`config.mk`:
```
export PLATFORM = sky130hd
export DESIGN_NAME = vsa_cell
export DESIGN_NICKNAME = d
export VERILOG_FILES = /design/src/rtl/vsa_pkg.sv /design/src/rtl/vsa_cell.sv
export SDC_FILE = /design/constraint.sdc
export NUM_CORES = 1
export LEC_CHECK = 0
export ABC_AREA = 1
export BUFFER_PORTS_ARGS = -buffer_cell sky130_fd_sc_hd__buf_2
export CORE_UTILIZATION = 40
export CTS_CLUSTER_DIAMETER = 150
export DETAILED_ROUTE_END_ITERATION = 10
export GPL_TIMING_DRIVEN = 1
export HOLD_SLACK_MARGIN = 0.06
export SYNTH_ARGS = -nofsm -noshare
export SYNTH_HDL_FRONTEND = slang
export SYNTH_SLANG_ARGS = --single-unit
```
`constraint.sdc`:
```
create_clock -name clk -period 7.44 [get_ports clk]
set_input_delay 1.488 -clock clk [delete_from_list [all_inputs] [get_ports clk]]
set_output_delay 1.488 -clock clk [all_outputs]
set_load 0.1 [all_outputs]
```
`src/rtl/vsa_pkg.sv`:
```
// ----------------------------------------------------------------------------
// vsa_pkg
// Shared types, codes and constants of the voice stealing allocator.
// ----------------------------------------------------------------------------
package vsa_pkg;

	localparam int unsigned VOICE_COUNT_DEF = 24;
	localparam int unsigned AGE_BITS_DEF    = 32;

	localparam int unsigned SOUND_W = 8;
	localparam int unsigned VOICE_W = 5;

	localparam logic [15:0]        SCORE_FREE       = 16'hFFFF;
	localparam logic [15:0]        SCORE_USED_BONUS = 16'h7777;
	localparam logic [SOUND_W-1:0] SOUND_NONE       = 8'hFF;

	typedef enum logic [1:0] {
		OP_ALLOC = 2'd0,
		OP_FREE  = 2'd1,
		OP_CLEAR = 2'd2
	} opcode_t;

	typedef enum logic [1:0] {
		ST_ALLOC   = 2'd0,
		ST_FREED   = 2'd1,
		ST_INVALID = 2'd2,
		ST_CLEARED = 2'd3
	} status_t;

	typedef enum logic [1:0] {
		MODE_FREE   = 2'd0,
		MODE_USED   = 2'd1,
		MODE_LOCKED = 2'd2,
		MODE_STEAL  = 2'd3
	} mode_t;

	localparam logic [1:0] KIND_ONE_SHOT = 2'd0;
	localparam logic [1:0] KIND_LOCKED   = 2'd1;

	// Commands broadcast from the sequencer to every cell.
	typedef struct packed {
		logic                age_en;
		logic                clr_all;
		logic                free_en;
		logic                alloc_en;
		mode_t               mode;
		logic [SOUND_W-1:0]  sound;
	} vsa_ctrl_t;

	function automatic mode_t mode_of_kind(input logic [1:0] kind);
		mode_t m;
		case (kind)
			KIND_ONE_SHOT: m = MODE_USED;
			KIND_LOCKED:   m = MODE_LOCKED;
			default:       m = MODE_STEAL;
		endcase
		return m;
	endfunction

endpackage

```
`src/rtl/vsa_cell.sv`:
```
// ----------------------------------------------------------------------------
// vsa_cell
// One voice entry with its aging counter and one stage of the best-score chain.
// ----------------------------------------------------------------------------
module vsa_cell
	import vsa_pkg::*;
#(
	parameter int unsigned AGE_BITS = AGE_BITS_DEF,
	parameter int unsigned IDX_W    = 5,
	localparam int unsigned SCORE_W = AGE_BITS + 1
) (
	input  logic               clk,
	input  logic               arst_n,
	input  vsa_ctrl_t          ctrl,
	input  logic [IDX_W-1:0]   idx,
	input  logic [IDX_W-1:0]   sel_idx,
	input  logic [SCORE_W-1:0] best_score_in,
	input  logic [IDX_W-1:0]   best_idx_in,
	output logic [SCORE_W-1:0] best_score_out,
	output logic [IDX_W-1:0]   best_idx_out,
	output logic               busy
);

	mode_t               mode_q;
	logic [AGE_BITS-1:0] age_q;
	logic [SOUND_W-1:0]  sound_q;
	logic [SCORE_W-1:0]  score;
	logic [SCORE_W-1:0]  best_score_q;
	logic [IDX_W-1:0]    best_idx_q;
	logic                hit;

	assign hit = (sel_idx == idx);

	// A locked loop scores zero here, which never beats the running best.
	always_comb begin
		case (mode_q)
			MODE_FREE:   score = SCORE_W'(SCORE_FREE);
			MODE_USED:   score = {1'b0, age_q} + SCORE_W'(SCORE_USED_BONUS);
			MODE_LOCKED: score = '0;
			default:     score = {1'b0, age_q};
		endcase
	end

	always_ff @(posedge clk or negedge arst_n) begin
		if (!arst_n) begin
			mode_q  <= MODE_FREE;
			age_q   <= '0;
			sound_q <= SOUND_NONE;
		end else if (ctrl.clr_all || (ctrl.free_en && hit)) begin
			mode_q  <= MODE_FREE;
			age_q   <= '0;
			sound_q <= SOUND_NONE;
		end else if (ctrl.alloc_en && hit) begin
			mode_q  <= ctrl.mode;
			age_q   <= AGE_BITS'(1);
			sound_q <= ctrl.sound;
		end else if (ctrl.age_en && (age_q != '1)) begin
			age_q <= age_q + AGE_BITS'(1);
		end
	end

	// The running best moves one cell further every cycle.
	always_ff @(posedge clk) begin
		if (score > best_score_in) begin
			best_score_q <= score;
			best_idx_q   <= idx;
		end else begin
			best_score_q <= best_score_in;
			best_idx_q   <= best_idx_in;
		end
	end

	assign best_score_out = best_score_q;
	assign best_idx_out   = best_idx_q;
	assign busy           = (mode_q != MODE_FREE) || (sound_q != SOUND_NONE && 1'b0);

endmodule

```
Word level (Yosys, flattened, before mapping)
Cells that the tools add are included.

Reductions and logical operators: 8. Order comparisons: 1. Eq/ne operators: 4. Multiplexer cells: 8. Add/subtract/negate cells: 2.

Operator list (number): 33-bit case mux with 3 select lines (1); 32-bit 2-to-1 mux (3); 32-bit by 15-bit adder with 33-bit output, second input constant (1); 33-bit > comparator (1); 33-bit 2-to-1 mux (1); 32-bit by 1-bit adder with 32-bit output, second input constant (1); 32-bit != test, second input constant (1); 5-bit equality test (1); 5-bit 2-to-1 mux (1); 2-bit 2-to-1 mux (2); 2-bit nonzero test (2); 1-bit logical AND (3); 3-bit nonzero test (1); 2-bit by 1-bit equality test with 1-bit output, second input constant (1); 2-bit equality test, second input constant (1); 2-bit zero test (1); 1-bit logical OR (1).

Word-level logic and storage cells: 27. Input port bits: 64. Register bits: 72. Output and inout bits: 39.

Logic depth before layout (Yosys ltp)
Depth in word-level cells: 5. Mapped depth: 26. Depth with buffers taken out: 25.

Worst setup path before layout
No wires, ideal clock.

Path kind: flip-flop to flip-flop. Start: register mode_q[1]. End: register best_score_q[7] (netlist: best_score_out[7]). Setup time: 0.126 ns. Required time: 7.314 ns. Period minus slack after synthesis: 3.004 ns. Path slack: 4.436 ns. Stages on the path, launching flop included: 20. Arrival time: 2.878 ns. Path buffers: 2. Cell sequence: dfrtp_1 -> clkbuf_1 -> inv_1 -> nand2_1 -> nand3_1 -> o21ai_0 -> inv_1 -> ha_1 -> nand2_1 -> nor2_1 -> nand3b_1 -> nor2_1 -> nand2_1 -> nand2_1 -> nor2_1 -> nand2_1 -> nand2_1 -> buf_2 -> nand2_1 -> o21ai_0.

Word-level cells in the longest chain between the ends: 4. Elaborated cells between the ends (all ways): 6. Classes of those cells: order compare: 1; eq/ne: 2; mux: 2; reduce/logical: 1.

RTL lines: from (decl) (line vsa_cell.sv:24) `mode_t mode_q;`; from (signal assigned) (line vsa_cell.sv:54) `mode_q <= ctrl.mode;`; 2-bit equality test, or another cell as far along (line vsa_cell.sv:36) `case (mode_q)`; 33-bit case mux with 3 select lines * (line vsa_cell.sv:36); 33-bit > comparator (line vsa_cell.sv:64) `if (score > best_score_in) begin`; 33-bit 2-to-1 mux * (line vsa_cell.sv:64); to (signal assigned) (line vsa_cell.sv:65) `best_score_q <= score;`; to (signal assigned) (line vsa_cell.sv:68) `best_score_q <= best_score_in;`; to (decl) (line vsa_cell.sv:28) `logic [SCORE_W-1:0] best_score_q;`.

Mark *: on every way between the ends. The rest lies on a longest branch, timed or not. A chain may end at the register's enable or synchronous reset.

Worst setup path in the final report
Start: register mode_q[0]. End: register best_score_q[23] (netlist: best_score_out[23]).

The elaborated chain is that of the path after synthesis.

==> results_dict.tcl <==
set metrics [dict create \
    antenna_found_initial 0 \
    initial_core_util_pct 40.9 \
    slew_headroom_pct 28.5 \
    grt_pass1_wl_um 27400 \
    tightest_slew_ns 1.07 \
    holdBufCountCts 0 \
    dr.pass1.iters 5 \
    worstSetupPathType "reg -> reg" \
    arrival_ns 4.42 \
    cts_root_buf "clkbuf_16" \
    synth_top_area_share_pct 19.4 \
    wl_met2_um 7250 \
    diodes 0 \
    cts_inserted_buffers 9 \
    synth_cells 935 \
    routed_wl_um 17000 \
    dieWidth_um 124 \
    multi_input_area_um2 3690 \
    ys_ff_latch 72 \
    place_congestion 0.934 \
    ys_types 48 \
    clock_skew_ns 0.0144 \
    antenna_left 0 \
    htreeDepth 3 \
    clock.fmax_mhz 242 \
    io_pins 103 \
    cp_max_fo 43 \
    synth_area_um2 5950 \
    path_clk_slew_ns 0.06 \
    areaGrowthSynthToFinish_pct 13.3 \
    ys_top_cells_by_area "nand2_1 19%, dfrtp_1 14%, dfxtp_1 13%, ha_1 7.4%, inv_1 6.9%" \
    fin_crit_ns 4.14 \
    insertion_delay_ns 0.35 \
    grt_overflow_total 0 \
    drive_gt1_share_pct 16.6 \
    synth-warning-count 0 \
    rsz0062_at_grt "no" \
    ir_worst_vdd_mv 0.100 \
    fin_nets 1110 \
    synth_edf_count 0 \
    synth-main-ff-cell "dfxtp_1" \
    drt-met1-wl_um 8230 \
    top_layer "met4" \
    clk_path_buf_depth 2 \
    regArea_um2 1610 \
    grt_use_total_pct 23.4 \
    setup_violations 0 \
    setup_tns_ns 0 \
    core_um2 14500 \
    grt_max_degree 54 \
    fp-row-count 44 \
    dp_slack_ns 3.24 \
    die_area_um2 15400 \
    timing.final.crit_share_pct 55.6 \
    hold_viol 0 \
    cp.required_ns 7.72 \
    wl_per_cell_um 14.2 \
    cts_tree "yes" \
    ys_seq_area_share_pct 27.1 \
    cts_setup_buffers 0 \
    cts_resized 0 \
    grt_pass1_vias 5381 \
    remaining_drc_errors 0 \
    setup_ws_ns 3.30 \
    viasPerCell 5.06 \
    hp-class "reg -> reg" \
    syn-num-nets 1034 \
    dp_hpwl_um 13200 \
    cts.sinks 72 \
    critPathLaunchType "flip-flop" \
    status "complete, no violations" \
    route.met3.wl_um 1130 \
    leakagePower_nw 3.58 \
    portBuffers 94 \
    nFillCells 1555 \
    finalMaxSlewViolations 0 \
    cap_violations 0 \
    synth_commonest_cells "307 x nand2_1, 109 x inv_1, 103 x nor2_1, 81 x nand3_1, 38 x dfxtp_1" \
    avgSynthCellArea_um2 6.36 \
    die_h_um 124 \
    critPathCaptureType "flip-flop" \
    num_vias 6062 \
    drt_iter0_drc 463 \
    synth_largest_area_cell "nand2_1" \
    synthArstFlopShare_pct 47.2 \
    powerDensity_nw_per_um2 150 \
    synth_most_common_cell "nand2_1" \
]
[state kept, by name, summed over array words and instances (netlist names)]
register / count
best_score_out: 33
age_q: 32
best_idx_out: 5
mode_q: 2
[cell families after synthesis]
logic type	share of synthesized area, %
adder cells (fa/ha/maj)	7.37
XOR/XNOR	2.80
buffers and inverters	10.9
AND/OR/NAND/NOR	42.7
AO/OA/AOI/OAI	9.11
flip-flops	27.1
[cell usage in the layout, fill, tap and decap left out, drive strengths merged]
cell type and instances:
buf 97, o211ai 1, clkbuf 10, dfrtp 34, dfxtp 38, a21o 3
a21boi 2, bufinv 1, nor4 1, o21ai 53, o21a 1, nor3b 2
nor3 13, nand3 83, ha 35, a21oi 30, xnor2 6, and3 1
nand2 320, xor2 13, nand4 24, inv 116, nand3b 6, nor2 115
o21bai 2, a31oi 1, clkinv 5, or2 2
[metal layers]
layer  track usage, %  vias to the layer above
li1                 -                     3126
met1             33.4                     2710
met2             35.8                      201
met3             3.21                       25
met4             8.63                        0
met5                0                        -
[report_power, final]
group          total (mW)  switching [mW]  internal [mW]
clock               0.426           0.171          0.255
sequential          0.405         0.00463          0.401
combinational       0.176           0.138         0.0387
total                1.01           0.313          0.695
[area by class of cell]
type | instances | area share, %
Multi-Input combinational cell | 714 | 54.7
Sequential cell | 72 | 23.9
Timing Repair Buffer | 97 | 7.32
Inverter | 117 | 6.52
Tap cell | 184 | 3.42
Clock buffer | 10 | 3.40
Clock inverter | 5 | 0.743
[through the flow]
step	hold slack, ns	cell area [µm²]	power (mW)	utilization [%]	instances
after floorplan	0.554	5950	0.548	-	935
after global placement	0.605	6460	0.589	44.4	1184
after detailed placement	0.605	6460	0.590	44.4	1184
after CTS	0.615	6740	1.02	46.4	1199
after global routing	0.681	6740	1.05	46.4	1199
final	0.628	6740	1.01	46.4	1199
[worst max-delay path, cell delays in order (launching register included)]
cell      delay, ns
dfrtp_1        0.32
buf_4          0.36
nand2_1        0.53
inv_1          0.46
nor2_1         0.11
nand2_1        0.08
nand2_1        0.05
nand3_1        0.13
inv_1          0.06
ha_1           0.29
nand2_1        0.07
nor2_1         0.19
nand2_1        0.10
nor2_1         0.12
nand2_1        0.06
nand2_1        0.06
nor2_1         0.05
a21boi_2       0.80
nand2_1        0.13
nand2_1        0.09
[path summary, 6_finish.rpt]
check | start | end | slack [ns] | cells after the start
max | mode_q[0]$_DFFE_PN0P_ | best_score_out[23]$_DFF_P_ | 3.30 | 19
min | age_q[20]$_DFFE_PN0P_ | age_q[20]$_DFFE_PN0P_ | 0.63 | 3
max reg2reg | mode_q[0]$_DFFE_PN0P_ | best_score_out[23]$_DFF_P_ | 3.30 | 19
min reg2reg | age_q[20]$_DFFE_PN0P_ | age_q[20]$_DFFE_PN0P_ | 0.63 | 3
max in group asynchronous | arst_n | age_q[6]$_DFFE_PN0P_ | 5.62 | 1
min in group asynchronous | arst_n | age_q[31]$_DFFE_PN0P_ | 1.26 | 1
(Power assumes the default switching activity.)
